File: config.mk
export PLATFORM = sky130hd
export DESIGN_NAME = fee_ram
export DESIGN_NICKNAME = d
export VERILOG_FILES = /design/src/hw/rtl/fee_ram.sv
export SDC_FILE = /design/constraint.sdc
export NUM_CORES = 2
export LEC_CHECK = 0
export BUFFER_PORTS_ARGS = -buffer_cell sky130_fd_sc_hd__clkbuf_2
export CORE_ASPECT_RATIO = 1.2
export CORE_MARGIN = 2
export CORE_UTILIZATION = 63
export CTS_CLUSTER_DIAMETER = 100
export DETAILED_ROUTE_END_ITERATION = 16
export PLACE_DENSITY = 0.79
export SLEW_MARGIN = 20
export SYNTH_ARGS = -nofsm -noshare
export SYNTH_HDL_FRONTEND = slang
export SYNTH_SLANG_ARGS = --single-unit
export TNS_END_PERCENT = 30
File: constraint.sdc
create_clock -name clk -period 3 [get_ports clk]
set_input_delay 0.45 -clock clk [delete_from_list [all_inputs] [get_ports clk]]
set_output_delay 0.45 -clock clk [all_outputs]
set_load 0.005 [all_outputs]
File: src/hw/rtl/fee_ram.sv
// fee_ram: generic single-port ram, one read or write per cycle, registered read
// no dependencies
`default_nettype none

module fee_ram #(
  parameter int WIDTH = 8,
  parameter int DEPTH = 256
) (
  input  wire logic                     clk,
  input  wire logic                     we,
  input  wire logic [$clog2(DEPTH)-1:0] addr,
  input  wire logic [WIDTH-1:0]         wdata,
  output logic      [WIDTH-1:0]         rdata
);

  logic [WIDTH-1:0] mem [DEPTH];

  always_ff @(posedge clk) begin
    if (we) begin
      mem[addr] <= wdata;
    end
    rdata <= mem[addr];
  end

endmodule

`default_nettype wire

==> out/results.tsv <==
metric	value	unit
Final Setup Violations	0	
FF-to-FF setup slack	0.04	ns
worst min-delay path startpoint	wdata[4]	
final period utilization	0.988	
Final TNS setup	0	ns
post-synth top area cell	edfxtp_1	
Hold Violations, Final	0	
Area contributors post-synth	edfxtp_1, mux4_2, a22oi_1	
leakage power	28.4	nW
# fillers	6287	
Avg Cell Area, Syn	22.1	sq um
Routed Antenna Nets	0	
maximum fanout along the worst path	1	
Die Span X	326	um
antenna violations before repair	6	
Pwr Density	638	nW/um^2
Die Y	391	um
DIE AREA	127000	sq um
largest net degree at the start of global routing	108	
Ports	26	
Synth cell types	22	
share of cells above drive strength 1	0.310	
Post-CTS Setup Inserts	0	
CTS tree	yes	
Critical Path Start Type	flop	
CTS hold repair buffers	0	
Seq/Total Area, Yosys	0.786	
1st-iter DRT viols	6396	
Worst Path Arrival	3.61	ns
Clock Sink Count	2056	
reg2reg start	mem[187][1]	
worst-margin pin slew	1.08	ns
vias in the first global route	42200	
Fmax	0.337	GHz
cells after synthesis	3547	
post-synthesis simple-gate area fraction	0.0173	
max cap viols	0	
GP Congestion	0.874	
Final Skew	0.0344	ns
Slew HR	0.273	
Remaining DRCs	0	
# port buffers	25	
utilization after layout	0.730	
first-pass iteration count of the detailed router	6	
CTS resizes	0	
largest family of logic cells by synthesized area	multiplexers	
FF+latch count, synth	2056	
routed wire length	203	mm
clock buffer depth	3	
clk_lat worst skew	0.81	ns
row cnt	141	
xor/xnor cell area share of the yosys netlist	0	
Reg clk slew, reported paths	0.06	ns
grt ovf	0	
Avg WL per Cell	34.9	um
capture point of the worst reg-to-reg path	rdata[1]	
clock root cell	clkbuf_16	
Core Area	123000	sq um
post-synthesis compound-gate area fraction	0.0362	
htree depth	4	
status	complete, no violations	
worst r2r path cells	6	
RSZ-0062 raised after global routing	no	
Post-Syn Area	78500	sq um
Vias	41000	
nets	4031	
Area Overhead vs Synth	14.7	%
worst hold path class	in -> reg	
Synth top area share	0.783	
post-DP HPWL	117	mm
depth of the worst hold-timing path	1	
first-pass GRT wire length	293	mm
Initial Util	0.637	
mux share of post-synthesis cell area	0.147	
Total Power	57.5	mW
worst path required time	3.65	ns
hold endpoint	mem[66][4]	
Final min period	2.96	ns
VDD IR max	517	uV
Setup CP Type	reg -> reg	
Max Transition Viols Final	0	
CP endpoint kind	flop	
Syn Nets	3565	
GRT Total Usage	0.325	
synth warn	0	
Synth Area in Adders	0	
Num CTS Buffers	184	
vias per cell	7.05	
## layout by cell type (no fill, tap or decap), types with 12 or more instances in the layout
cell type,Yosys,final
a21oi_1,128,128
clkinv_2,0,31
nor3_1,30,26
buf_12,0,69
o41ai_1,32,31
buf_4,16,418
bufinv_16,0,12
nor2_1,232,231
edfxtp_1,2048,2048
a22oi_1,256,256
clkbuf_2,0,15
mux4_2,512,512
nand2_1,28,28
clkinv_1,0,42
nand3_1,13,13
clkbuf_16,0,189
clkbuf_1,145,42
## worst max path at each step
stage	startpoint	end	depth (start not counted)
global route	addr[1]	rdata[0]	9
finish	mem[187][1]	rdata[1]	6
CTS	mem[187][1]	rdata[1]	6
floorplan	addr[1]	mem[111][0]	9
global placement	addr[1]	rdata[2]	9
detailed placement	addr[0]	rdata[7]	9
## routing by layer
metal	wire (um)	track usage	part of all wire	vias to the layer above
met4	13600	0.189	0.067	8
met1	65200	0.407	0.32	21000
met5	51	0	0.00025	-
met3	22800	0.0714	0.11	690
li1	-	-	-	16000
met2	101000	0.530	0.50	3298
## metrics by stage
step                setup WS (ns)  instance area (sq um)  instances  hold WS (ns)
global route                0.237                  90000       5810         0.192
floorplan                   0.331                  78500       3547         0.549
finish                     0.0352                  90100       5813         0.191
global placement           -0.777                  84200       5471         0.880
CTS                         0.212                  90000       5809         0.172
detailed placement         -0.540                  84200       5471         0.877
## cells by family after synthesis
family,after synthesis
DFF,2056
buffers and inverters,233
and+or+nand+nor,330
AOI/OAI and AO/OA,416
muxes,512
## synth_stat cells
cell type and count:
a21oi_1 128, nor2b_1 7, nand2_1 28, buf_1 19, o41ai_1 32, inv_1 1, dfxtp_1 8, nand2b_1 6
nand4_1 8, buf_2 36, edfxtp_1 2048, or2_2 2, clkbuf_1 145, buf_4 16, nor2_1 232, nand3_1 13
a22oi_1 256, nor3_1 30, buf_6 16, mux4_2 512, or3_1 1, and2_1 3
## final cells by class
cell class              instances  area, sq um  share of cell area
well taps                    1644         2060              0.0228
multi-input cells            1258        15800               0.175
clock inverters               104          867             0.00963
repair buffers                512         4730              0.0526
diodes                          4         10.0            0.000111
flip-flops and latches       2056        61700               0.685
inverters                       1         3.75           0.0000417
clock buffers                 234         4930              0.0547
## sequential cells by signal (all words and copies together), names as in the netlist
| register | cells |
|---|---|
| mem | 2048 |
| rdata | 8 |
## critical path, cell delays in order (launching register included)
cell	delay (ns)
edfxtp_1	0.41
mux4_2	0.52
a22oi_1	0.32
a21oi_1	0.22
o41ai_1	0.97
buf_4	0.26
nand4_1	0.12
## power breakdown
part | total (mW) | switching, mW | internal, mW
Combinational | 2.92 | 1.82 | 1.10
Clock | 22.9 | 10.2 | 12.7
Sequential | 31.7 | 0.0447 | 31.6
Power figures use the tool's default switching activity.
