File: src/hw/rtl/fee_pkg.sv
// fee_pkg: grid geometry, derived widths, codes and the color palette
// shared by the fire effect frame engine modules; depends on nothing
`default_nettype none

package fee_pkg;

  // grid geometry
  localparam int GRID_WIDTH  = 240;
  localparam int GRID_HEIGHT = 320;
  localparam int TOP_ROW     = 80;
  localparam int CELLS       = GRID_WIDTH * GRID_HEIGHT;

  // derived widths
  localparam int IDX_W   = $clog2(CELLS);
  localparam int X_W     = $clog2(GRID_WIDTH);
  localparam int Y_W     = $clog2(GRID_HEIGHT);
  localparam int SADDR_W = IDX_W + 2;
  localparam int CELL_W  = 8;
  localparam int ACC_W   = 10;

  // port field widths
  localparam int PIXEL_ADDR_W = 17;
  localparam int COLOR_W      = 16;
  localparam int CFG_INDEX_W  = 4;
  localparam int CFG_DATA_W   = 32;
  localparam int WIND_W       = 6;
  localparam int RNG_W        = 32;

  localparam int CMP_W = ((IDX_W > PIXEL_ADDR_W) ? IDX_W : PIXEL_ADDR_W) + 1;

  // random generator
  localparam logic [RNG_W-1:0] LCG_MUL = 32'h0808_8405;

  // floor(s / 3) = (s * DIV3_MUL) >> DIV3_SHIFT for s up to 3 * 255
  localparam logic [ACC_W-1:0] DIV3_MUL   = 10'd683;
  localparam int               DIV3_SHIFT = 11;
  localparam int               PROD_W     = 2 * ACC_W;

  localparam logic signed [SADDR_W-1:0] CELLS_S = SADDR_W'(CELLS);

  // command codes
  localparam logic CMD_ADVANCE = 1'b0;
  localparam logic CMD_READ    = 1'b1;

  // register indexes
  localparam logic [CFG_INDEX_W-1:0] CFG_WIND_OFFSET  = 4'd0;
  localparam logic [CFG_INDEX_W-1:0] CFG_INITIAL_SEED = 4'd1;

  // shared unit control
  typedef enum logic [1:0] {
    ALU_HOLD,
    ALU_LOAD,
    ALU_ADD
  } alu_op_t;

  typedef struct packed {
    alu_op_t op;
    logic    three_tap;
  } alu_ctrl_t;

  // heat index to rgb565
  function automatic logic [COLOR_W-1:0] palette(input logic [CELL_W-1:0] h);
    logic [7:0]         r;
    logic [7:0]         g;
    logic [7:0]         b;
    logic [COLOR_W-1:0] color;
    r = 8'd0;
    g = 8'd0;
    b = 8'd0;
    if (h == 8'd0 || h == 8'd255) begin
      color = '0;
    end else if (h <= 8'd84) begin
      r = (h - 8'd1) * 8'd3;
      color = {r[7:3], g[7:2], b[7:3]};
    end else if (h <= 8'd168) begin
      r = 8'd249;
      g = (h - 8'd85) * 8'd3;
      color = {r[7:3], g[7:2], b[7:3]};
    end else if (h <= 8'd252) begin
      r = 8'd249;
      g = 8'd249;
      b = (h - 8'd169) * 8'd3;
      color = {r[7:3], g[7:2], b[7:3]};
    end else begin
      color = 16'hFFFF;
    end
    return color;
  endfunction

endpackage

`default_nettype wire

File: src/hw/rtl/fee_alu.sv
// fee_alu: shared arithmetic unit, tap accumulator, averaging with the
// zero-if-unchanged rule, and the mod 255 reduction of the random state; uses fee_pkg
`default_nettype none

module fee_alu import fee_pkg::*; (
  input  wire logic              clk,
  input  wire alu_ctrl_t         ctrl,
  input  wire logic [CELL_W-1:0] tap,
  input  wire logic [RNG_W-1:0]  rng,
  output logic      [CELL_W-1:0] cell_value,
  output logic      [CELL_W-1:0] seed_value
);

  logic [ACC_W-1:0]  acc;
  logic [CELL_W-1:0] old;
  logic [PROD_W-1:0] prod;
  logic [CELL_W-1:0] avg;
  logic [ACC_W-1:0]  byte_sum;
  logic [8:0]        fold;

  always_ff @(posedge clk) begin
    case (ctrl.op)
      ALU_LOAD: begin
        acc <= ACC_W'(tap);
        old <= tap;
      end
      ALU_ADD: begin
        acc <= acc + ACC_W'(tap);
      end
      default: begin
      end
    endcase
  end

  // divide by four is a shift, by three a reciprocal multiply
  always_comb begin
    prod = PROD_W'(acc) * PROD_W'(DIV3_MUL);
    avg  = ctrl.three_tap ? prod[DIV3_SHIFT +: CELL_W] : acc[ACC_W-1 -: CELL_W];
    cell_value = (avg == old) ? '0 : avg;
  end

  // 256 = 1 mod 255, so fold the bytes and correct once
  always_comb begin
    byte_sum = ACC_W'(rng[7:0]) + ACC_W'(rng[15:8]) + ACC_W'(rng[23:16])
             + ACC_W'(rng[31:24]);
    fold = 9'(byte_sum[ACC_W-1:8]) + 9'(byte_sum[7:0]);
    seed_value = (fold >= 9'd255) ? CELL_W'(fold - 9'd255) : fold[CELL_W-1:0];
  end

endmodule

`default_nettype wire

File: config.mk
export PLATFORM = sky130hd
export DESIGN_NAME = fee_alu
export DESIGN_NICKNAME = d
export VERILOG_FILES = /design/src/hw/rtl/fee_pkg.sv /design/src/hw/rtl/fee_alu.sv
export SDC_FILE = /design/constraint.sdc
export NUM_CORES = 1
export LEC_CHECK = 0
export ABC_AREA = 1
export BUFFER_PORTS_ARGS = -buffer_cell sky130_fd_sc_hd__buf_2
export CORE_UTILIZATION = 44
export CTS_CLUSTER_DIAMETER = 60
export DETAILED_ROUTE_END_ITERATION = 6
export PLACE_DENSITY_LB_ADDON = 0.12
export SLEW_MARGIN = 10
export SYNTH_ARGS = -nofsm -noshare
export SYNTH_HDL_FRONTEND = slang
export SYNTH_SLANG_ARGS = --single-unit
File: constraint.sdc
create_clock -name clk -period 8.65 [get_ports clk]
set_input_delay 0 -clock clk [delete_from_list [all_inputs] [get_ports clk]]
set_output_delay 0 -clock clk [all_outputs]
set_load 0.005 [all_outputs]
==> flow_summary.toml, run 1 <==
[hold_path]
hp-class = "input pin to flip-flop"

[synthesis]
yosysTopAreaCell = "ha_1"
yosysMostFrequentCell = "inv_1"
yosysWarningCount = 0
synth.top_cell.area_share = 0.224
netlist_area_um2 = 4470
ys_ff_latch = 18
synthesis.instances = 605
synthTopCellsByCount = "inv_1, nand2_1, ha_1, nand3_1, nor2_1"
yosysSeqAreaShare = 0.121
netlist_top_cells_area = "ha_1, fa_1, edfxtp_1"
synth_top_flop_cell = "edfxtp_1"
synth_nets = 768
ys_types = 34
synth_edf_count = 18
syn_avg_cell_area_um2 = 7.39
synthArstFlopShare = 0

[setup_path]
endpoint_kind = "output pin"
crit_type = "flip-flop to output pin"
cp_max_fo = 8
critPathArrivalTime_ns = 5.07
worstPathRequired_ns = 8.65
startpoint_type = "flip-flop"

[sta]
hold_viol = 0
slew_viol_final = 0
setup_ws_ns = 3.58
min_period_ns = 5.07
rsz0062_at_grt = "false"
fin_worst_skew_ns = 0.00608
setup_viol = 0
hold_slack_ns = 0.362
tightest_slew_ns = 0.463
slew_headroom = 0.691
fin_setup_tns_ns = 0
clock.fmax_mhz = 197
min_period_over_period = 0.586

[global_routing]
grt_max_degree = 18
antenna_found_initial = 0
grt-ovfl-total = 0
grt_pass1_wl_um = 17400
grt_use_total = 0.210
grt_pass1_vias = 3806

[run]
cap_violations = 0

[route]
drc = 0
drt_iter0_markers = 148
drtAntennaViolNets = 0
drt-wirelength-per-cell_um = 12.7
dr.pass1.iters = 4
vias_per_cell = 4.87
routed_wl_um = 10200
vias = 3927

[layout]
nFillCells = 1003
synthToLayoutAreaGrowth_pct = 13.0
drive_gt1_frac = 0.131
diodes = 0
nNetsFinal = 838

[power]
vdd_drop_max_mv = 0.146
power_per_cell_area_nw_per_um2 = 369
p_leak_uw = 0.00287

[placed_design]
gp_congestion = 0.896
hpwl_um = 9070
dp_slack_ns = 3.86
port_buffers = 59

[clocking]
clk_pin_slew_ns = 0.07
insertion_delay_ns = 0.26
cts_buffers = 3
cts-htree-levels = 1
cts_max_path_buffers = 2
clock_sinks = 18
root_buffer = "clkbuf_8"
cts_tree = "built"

[die]
start_util = 0.455
die_w_um = 103
io_pins = 60
rows = 36
die_y_um = 103
coreArea_um2 = 9820
die_area_um2 = 10600

[outcome]
run_status = "finished, final reports clean"
[flip-flops by register name, indices dropped and copies added (netlist names)]
signal  flops
old         8
acc        10
[power by group]
group	switching, uW	leakage (uW)	internal (uW)
clock	28.0	0.0000231	31.5
combinational	1050	0.00267	631
sequential	13.6	0.000175	107
[worst max-delay path: stages, from the launching register on]
cell and delay, ns:
edfxtp_1 0.51, ha_1 0.32, inv_1 0.10, fa_1 0.55, inv_1 0.05, fa_1 0.55
fa_1 0.43, ha_1 0.31, ha_1 0.39, a21oi_1 0.27, nor2_1 0.08, nor2_1 0.13
inv_1 0.05, nor2_1 0.13, nand3_1 0.08, nand3_1 0.16, nand2_1 0.10, nand2_1 0.07
nand3_1 0.11, nor2_4 0.20, a21oi_1 0.09, buf_2 0.13
[through the flow]
| step | cell area, um2 | total power (uW) | utilization | instances |
|---|---|---|---|---|
| after floorplan | 4470 | 1350 | - | 605 |
| after global placement | 4920 | 1770 | 0.502 | 795 |
| after detailed placement | 4920 | 1780 | 0.502 | 795 |
| after CTS | 5050 | 1860 | 0.514 | 807 |
| after global routing | 5050 | 2120 | 0.514 | 807 |
| final | 5050 | 1860 | 0.514 | 807 |
[layout make-up]
type / instances / area [um2] / share of cell area
Clock buffer: 3 / 41.3 / 0.00818
Clock inverter: 1 / 3.75 / 0.000743
Inverter: 135 / 507 / 0.100
Multi-Input combinational cell: 450 / 3420 / 0.676
Sequential cell: 18 / 541 / 0.107
Tap cell: 133 / 166 / 0.0330
Timing Repair Buffer: 67 / 375 / 0.0743
[layout by cell type (no fill, tap or decap), types with 18 or more instances in the layout]
cell type	synthesis	layout
inv_1	134	134
nand2_1	127	127
ha_1	80	80
buf_2	0	59
nand3_1	50	50
nor2_1	40	40
fa_1	39	39
a21oi_1	36	36
o21ai_0	20	20
edfxtp_1	18	18
[cell families after synthesis]
kind of cell / share of synthesized area
adder cells (fa/ha/maj): 0.399
buffers and inverters: 0.115
AO/OA/AOI/OAI: 0.0890
AND/OR/NAND/NOR: 0.251
flip-flops: 0.121
XOR/XNOR: 0.0252
[metal layers]
metal  wire length, um  vias to the layer above  share of wire  global-route usage
li1                  -                     2063              -                   -
met1              5250                     1773           0.51               0.303
met2              4720                       85           0.46               0.354
met3               222                        6          0.022             0.00610
met4                55                        0         0.0054              0.0390
met5                 0                        -              0                   0
[worst paths after layout]
path | to | slack (ns) | cells past startpoint | start
worst max register to register | acc[8] | 6.34 | 14 | acc[0]
worst max-delay path | cell_value[2] | 3.58 | 21 | acc[1]
worst min-delay path | acc[7] | 0.36 | 3 | ctrl[2]
worst min register to register | acc[8] | 0.77 | 1 | acc[8]
[timing repair]
item,CTS,global route
hold buffers,8,0
buffers inserted,0,0
hold endpoints to repair,8,0
gates resized for setup,0,0
No activity file was read; power rests on OpenSTA's default activity.
==> run 2: changes to the inputs <==
--- a/config.mk
+++ b/config.mk
@@ -5,7 +5,7 @@
 export SDC_FILE = /design/constraint.sdc
 export NUM_CORES = 1
 export LEC_CHECK = 0
-export ABC_AREA = 1
+export ABC_AREA = 0
 export BUFFER_PORTS_ARGS = -buffer_cell sky130_fd_sc_hd__buf_2
 export CORE_UTILIZATION = 44
 export CTS_CLUSTER_DIAMETER = 60
==> constraint.sdc (replaced) <==
create_clock -name clk -period 4.46 [get_ports clk]
set_input_delay 0 -clock clk [delete_from_list [all_inputs] [get_ports clk]]
set_output_delay 0 -clock clk [all_outputs]
set_load 0.005 [all_outputs]
==> flow_summary.toml, run 2 <==
[die]
die_y_um = 101
die_area_um2 = 10100
rows = 35
io_pins = 60
die_w_um = 101
start_util = 0.460
coreArea_um2 = 9330

[synthesis]
synth.top_cell.area_share = 0.234
synthesis.instances = 478
synth_nets = 641
synthTopCellsByCount = "inv_1, ha_1, fa_1, a21oi_1, xnor2_1"
synth_top_flop_cell = "edfxtp_1"
synth_edf_count = 18
netlist_area_um2 = 4290
syn_avg_cell_area_um2 = 8.97
yosysTopAreaCell = "ha_1"
yosysSeqAreaShare = 0.126
synthArstFlopShare = 0
yosysWarningCount = 0
netlist_top_cells_area = "ha_1, fa_1, edfxtp_1"
ys_types = 59
yosysMostFrequentCell = "inv_1"
ys_ff_latch = 18

[global_routing]
grt_max_degree = 13
grt_pass1_wl_um = 19000
grt_pass1_vias = 3985
grt_use_total = 0.239
antenna_found_initial = 0
grt-ovfl-total = 0

[sta]
setup_viol = 15
setup_ws_ns = -0.564
slew_headroom = 0.588
tightest_slew_ns = 0.614
slew_viol_final = 0
clock.fmax_mhz = 199
min_period_ns = 5.02
fin_worst_skew_ns = 0.00102
hold_viol = 0
min_period_over_period = 1.13
rsz0062_at_grt = "true"

[clocking]
clock_sinks = 18
insertion_delay_ns = 0.25
cts_tree = "built"
root_buffer = "clkbuf_8"
clk_pin_slew_ns = 0.07
cts_buffers = 3
cts-htree-levels = 1
cts_max_path_buffers = 2

[run]
cap_violations = 0

[setup_path]
slowest_stage = "fa_2"
critPathArrivalTime_ns = 5.02
crit_family = "adder cells"
startpoint_type = "flip-flop"
path_buf_inv = 5
crit_type = "flip-flop to output pin"
path_cells = "ha_4 > inv_2 > fa_1 > inv_2 > fa_2 > fa_2 > ha_4 > ha_4 > buf_6 > nand2_4 > o21ai_4 > or4_1 > and4_4 > mux2i_2 > o221ai_2 > nor4_4 > buf_4 > a21oi_1 > buf_2"
cpMostUsedCell = "ha_4"
slowest_delay_ns = 0.52
worstPathRequired_ns = 4.46
endpoint_kind = "output pin"
cp_max_fo = 5

[route]
drc = 0
routed_wl_um = 11800
drtAntennaViolNets = 0
vias = 3891
drt-wirelength-per-cell_um = 15.7
drt_iter0_markers = 125
vias_per_cell = 5.15
dr.pass1.iters = 4

[layout]
utilization = 0.660
final_cell_mix = "inv_1, buf_4, buf_2"
synthToLayoutAreaGrowth_pct = 43.7
fin_cells = 755
top_regs = "acc: 10 flops, old: 8 flops"
diodes = 0
top_register = "acc"
multi_input_area_um2 = 4020
largest_register_ffs = 10
final_common_cell = "inv_1"
nFillCells = 780
register_area_um2 = 541
nNetsFinal = 790
drive_gt1_frac = 0.407

[placed_design]
gp_congestion = 0.913
dpl.cell_count = 719
dp_slack_ns = -0.515
hpwl_um = 9820
port_buffers = 59

[outcome]
violations = "setup timing"
run_status = "complete, but fails checks"

[hold_path]
hp-class = "input pin to flip-flop"
## run 2: changes by cell type after synthesis, moves of 5 or more
cell      delta
inv_1       -39
mux2_2       +5
mux2i_1      +6
nand2_1    -103
nand2_2      -5
nand3_1     -42
nor2_1      -14
o211ai_1     +5
xnor2_1     +26
## run 2: worst register-to-register path, stage by stage, from the launching register on
cell and delay [ns]:
edfxtp_1 0.50, buf_4 0.18, buf_4 0.12, buf_4 0.14, ha_1 0.32, nor2b_1 0.15
o21ai_0 0.22, a21boi_0 0.16, o21ai_0 0.23, a21boi_0 0.15, o21ai_0 0.24, a21oi_1 0.10
nor3_1 0.29
## run 2: path summary, 6_finish.rpt
check	start	end	slack (ns)	cells past startpoint
max	acc[2]	cell_value[2]	-0.56	19
min	ctrl[2]	acc[4]	0.36	3
max reg2reg	acc[2]	acc[8]	1.45	12
min reg2reg	acc[0]	acc[0]	0.94	3
## run 2: area by class of cell
cell class	count	share of cell area
Sequential cell	18	0.0877
Inverter	96	0.0589
Clock buffer	3	0.00670
Clock inverter	1	0.000609
Tap cell	129	0.0262
Multi-Input combinational cell	358	0.653
Timing Repair Buffer	150	0.167
## run 2: per-stage QoR
stage	hold slack [ns]	area, um2	TNS (ns)
3_3_place_gp	0.214	5300	-5.59
6_report	0.356	6160	-4.69
3_5_place_dp	0.220	5300	-6.60
4_1_cts	0.370	5880	-6.29
2_1_floorplan	0.0989	4430	0
5_1_grt	0.373	6160	-7.53
## run 2: cell families after synthesis
group | count (synthesis) | share of synthesized area
and+or+nand+nor | 95 | 0.117
adders and majority gates | 119 | 0.416
xor gates and xnor gates | 35 | 0.0715
DFF | 18 | 0.126
buffers and inverters | 102 | 0.0896
muxes | 11 | 0.0271
AOI/OAI and AO/OA | 98 | 0.153
## run 2: metal layers
layer  up-vias  global-route usage  share of wire
li1       1935                   -              -
met1      1887               0.324           0.46
met2        61               0.436           0.51
met3         8             0.00485          0.022
met4         0              0.0346          0.011
met5         -                   0              0
## run 2: timing repair
item / CTS / global route
endpoints found under the hold margin: 8 / 0
setup buffers: 16 / 8
gates resized for setup: 60 / 42
setup endpoints to repair: 16 / 16
pin swaps: 50 / 47
hold buffers: 8 / 0
Power of run 2 is not shown: default switching activity piles up to over one toggle a cycle in this logic, so the estimate is an artifact.
==> run 3: changes to the inputs <==
--- a/config.mk
+++ b/config.mk
@@ -7,10 +7,10 @@
 export LEC_CHECK = 0
 export ABC_AREA = 0
 export BUFFER_PORTS_ARGS = -buffer_cell sky130_fd_sc_hd__buf_2
-export CORE_UTILIZATION = 44
+export CORE_UTILIZATION = 54
 export CTS_CLUSTER_DIAMETER = 60
 export DETAILED_ROUTE_END_ITERATION = 6
-export PLACE_DENSITY_LB_ADDON = 0.12
+export PLACE_DENSITY_LB_ADDON = 0.25
 export SLEW_MARGIN = 10
 export SYNTH_ARGS = -nofsm -noshare
 export SYNTH_HDL_FRONTEND = slang
==> flow_summary.toml, run 3 (synthesis gave the netlist of run 2 again) <==
[outcome]
run_status = "complete, but fails checks"
violations = "setup timing"

[clocking]
cts_buffers = 3
cts_max_path_buffers = 2
cts_tree = "built"
clock_sinks = 18
cts-htree-levels = 1
clk_pin_slew_ns = 0.07
root_buffer = "clkbuf_8"
insertion_delay_ns = 0.26

[placed_design]
hpwl_um = 9560
port_buffers = 59
dpl.cell_count = 695
gp_congestion = 0.965

[global_routing]
grt_pass1_vias = 4272
antenna_found_initial = 0
grt-ovfl-total = 0
grt_use_total = 0.295
grt_pass1_wl_um = 19500
grt_max_degree = 13

[layout]
fin_cells = 733
largest_register_ffs = 10
top_regs = "acc: 10 flops, old: 8 flops"
nNetsFinal = 795
drive_gt1_frac = 0.384
synthToLayoutAreaGrowth_pct = 40.3
final_common_cell = "inv_1"
diodes = 0
top_register = "acc"
utilization = 0.782
final_cell_mix = "inv_1, buf_4, ha_1"

[sta]
min_period_over_period = 1.15
min_period_ns = 5.13
slew_viol_final = 0
clock.fmax_mhz = 195
slew_headroom = 0.578
setup_viol = 16
tightest_slew_ns = 0.628
hold_viol = 0
setup_ws_ns = -0.671
rsz0062_at_grt = "true"
hold_slack_ns = 0.359
fin_worst_skew_ns = 0.00705

[route]
drt-wirelength-per-cell_um = 17.4
vias_per_cell = 5.65
dr.pass1.iters = 5
vias = 4143
drt_iter0_markers = 230
drc = 0
drtAntennaViolNets = 0
routed_wl_um = 12800

[hold_path]
worst_hold_startpoint = "ctrl[2]"
min_path_cells = 3
hp-class = "input pin to flip-flop"
whs_endpoint = "acc[1]"

[setup_path]
r2r_cells = 13
r2r_start = "acc[0]"
worstPathRequired_ns = 4.46
crit_type = "flip-flop to output pin"
reg2reg_slack_ns = 1.58
startpoint_type = "flip-flop"
critPathArrivalTime_ns = 5.13
cp_max_fo = 8
reg2reg_to = "acc[8]"
endpoint_kind = "output pin"

[die]
die_area_um2 = 8300
start_util = 0.558
io_pins = 60
rows = 32
coreArea_um2 = 7690
die_y_um = 91.1
die_w_um = 91.1

[run]
cap_violations = 0
run 3: cell count changes in the layout (fill, tap and decap cells not counted), sizes merged:
cell  previous run  this run
buf            142       147
run 3: per-stage QoR:
stage	instance area (um2)	setup WS [ns]	setup TNS, ns
finish	6010	-0.671	-5.78
global route	6010	-0.832	-8.63
CTS	5700	-0.638	-6.26
detailed placement	5300	-0.498	-6.58
global placement	5300	-0.390	-5.15
floorplan	4430	0.00658	0
run 3: layout make-up:
class | instances | area (um2)
multi-input combinational | 358 | 3850
timing repair buffer | 155 | 1090
clock inverter | 1 | 3.75
tap | 102 | 128
clock buffer | 3 | 41.3
sequential | 18 | 541
inverter | 96 | 360
fill | 472 | 1670
run 3: how the worst max path moves through the flow:
stage / endpoint / from / cells past startpoint
3_5_place_dp: cell_value[4] / acc[3] / 18
6_report: cell_value[3] / acc[4] / 19
3_3_place_gp: cell_value[2] / acc[3] / 18
2_1_floorplan: cell_value[2] / acc[4] / 17
4_1_cts: cell_value[3] / acc[2] / 18
5_1_grt: cell_value[3] / acc[2] / 20
run 3: worst max-delay path, stage by stage, from the launching register on:
cell and delay, ns:
edfxtp_1 0.48, buf_6 0.17, ha_4 0.25, ha_1 0.30, ha_1 0.30, fa_1 0.51
inv_1 0.05, fa_1 0.50, inv_1 0.07, ha_4 0.27, a21oi_2 0.19, o21ai_1 0.11
or4_1 0.47, and4_4 0.22, mux2i_1 0.17, o221ai_2 0.16, nor4_4 0.30, buf_12 0.17
nor2_1 0.05, buf_2 0.13
run 3: routing by layer:
layer | part of all wire | up-vias | global-route usage | routed length [um]
met4 | 0.047 | 0 | 0.115 | 595
met2 | 0.53 | 160 | 0.559 | 6740
met5 | 0 | - | 0 | 0
met3 | 0.047 | 46 | 0.0159 | 597
met1 | 0.38 | 1989 | 0.346 | 4850
li1 | - | 1948 | - | -
run 3: timing repair:
item                       in CTS  in global routing
pin swaps                      41                 40
resized for setup              32                 47
setup buffers                  13                 14
setup endpoints to repair      16                 16
hold buffers                    8                  0
hold endpoints to repair        8                  0
Power of run 3 is left out for the same reason.
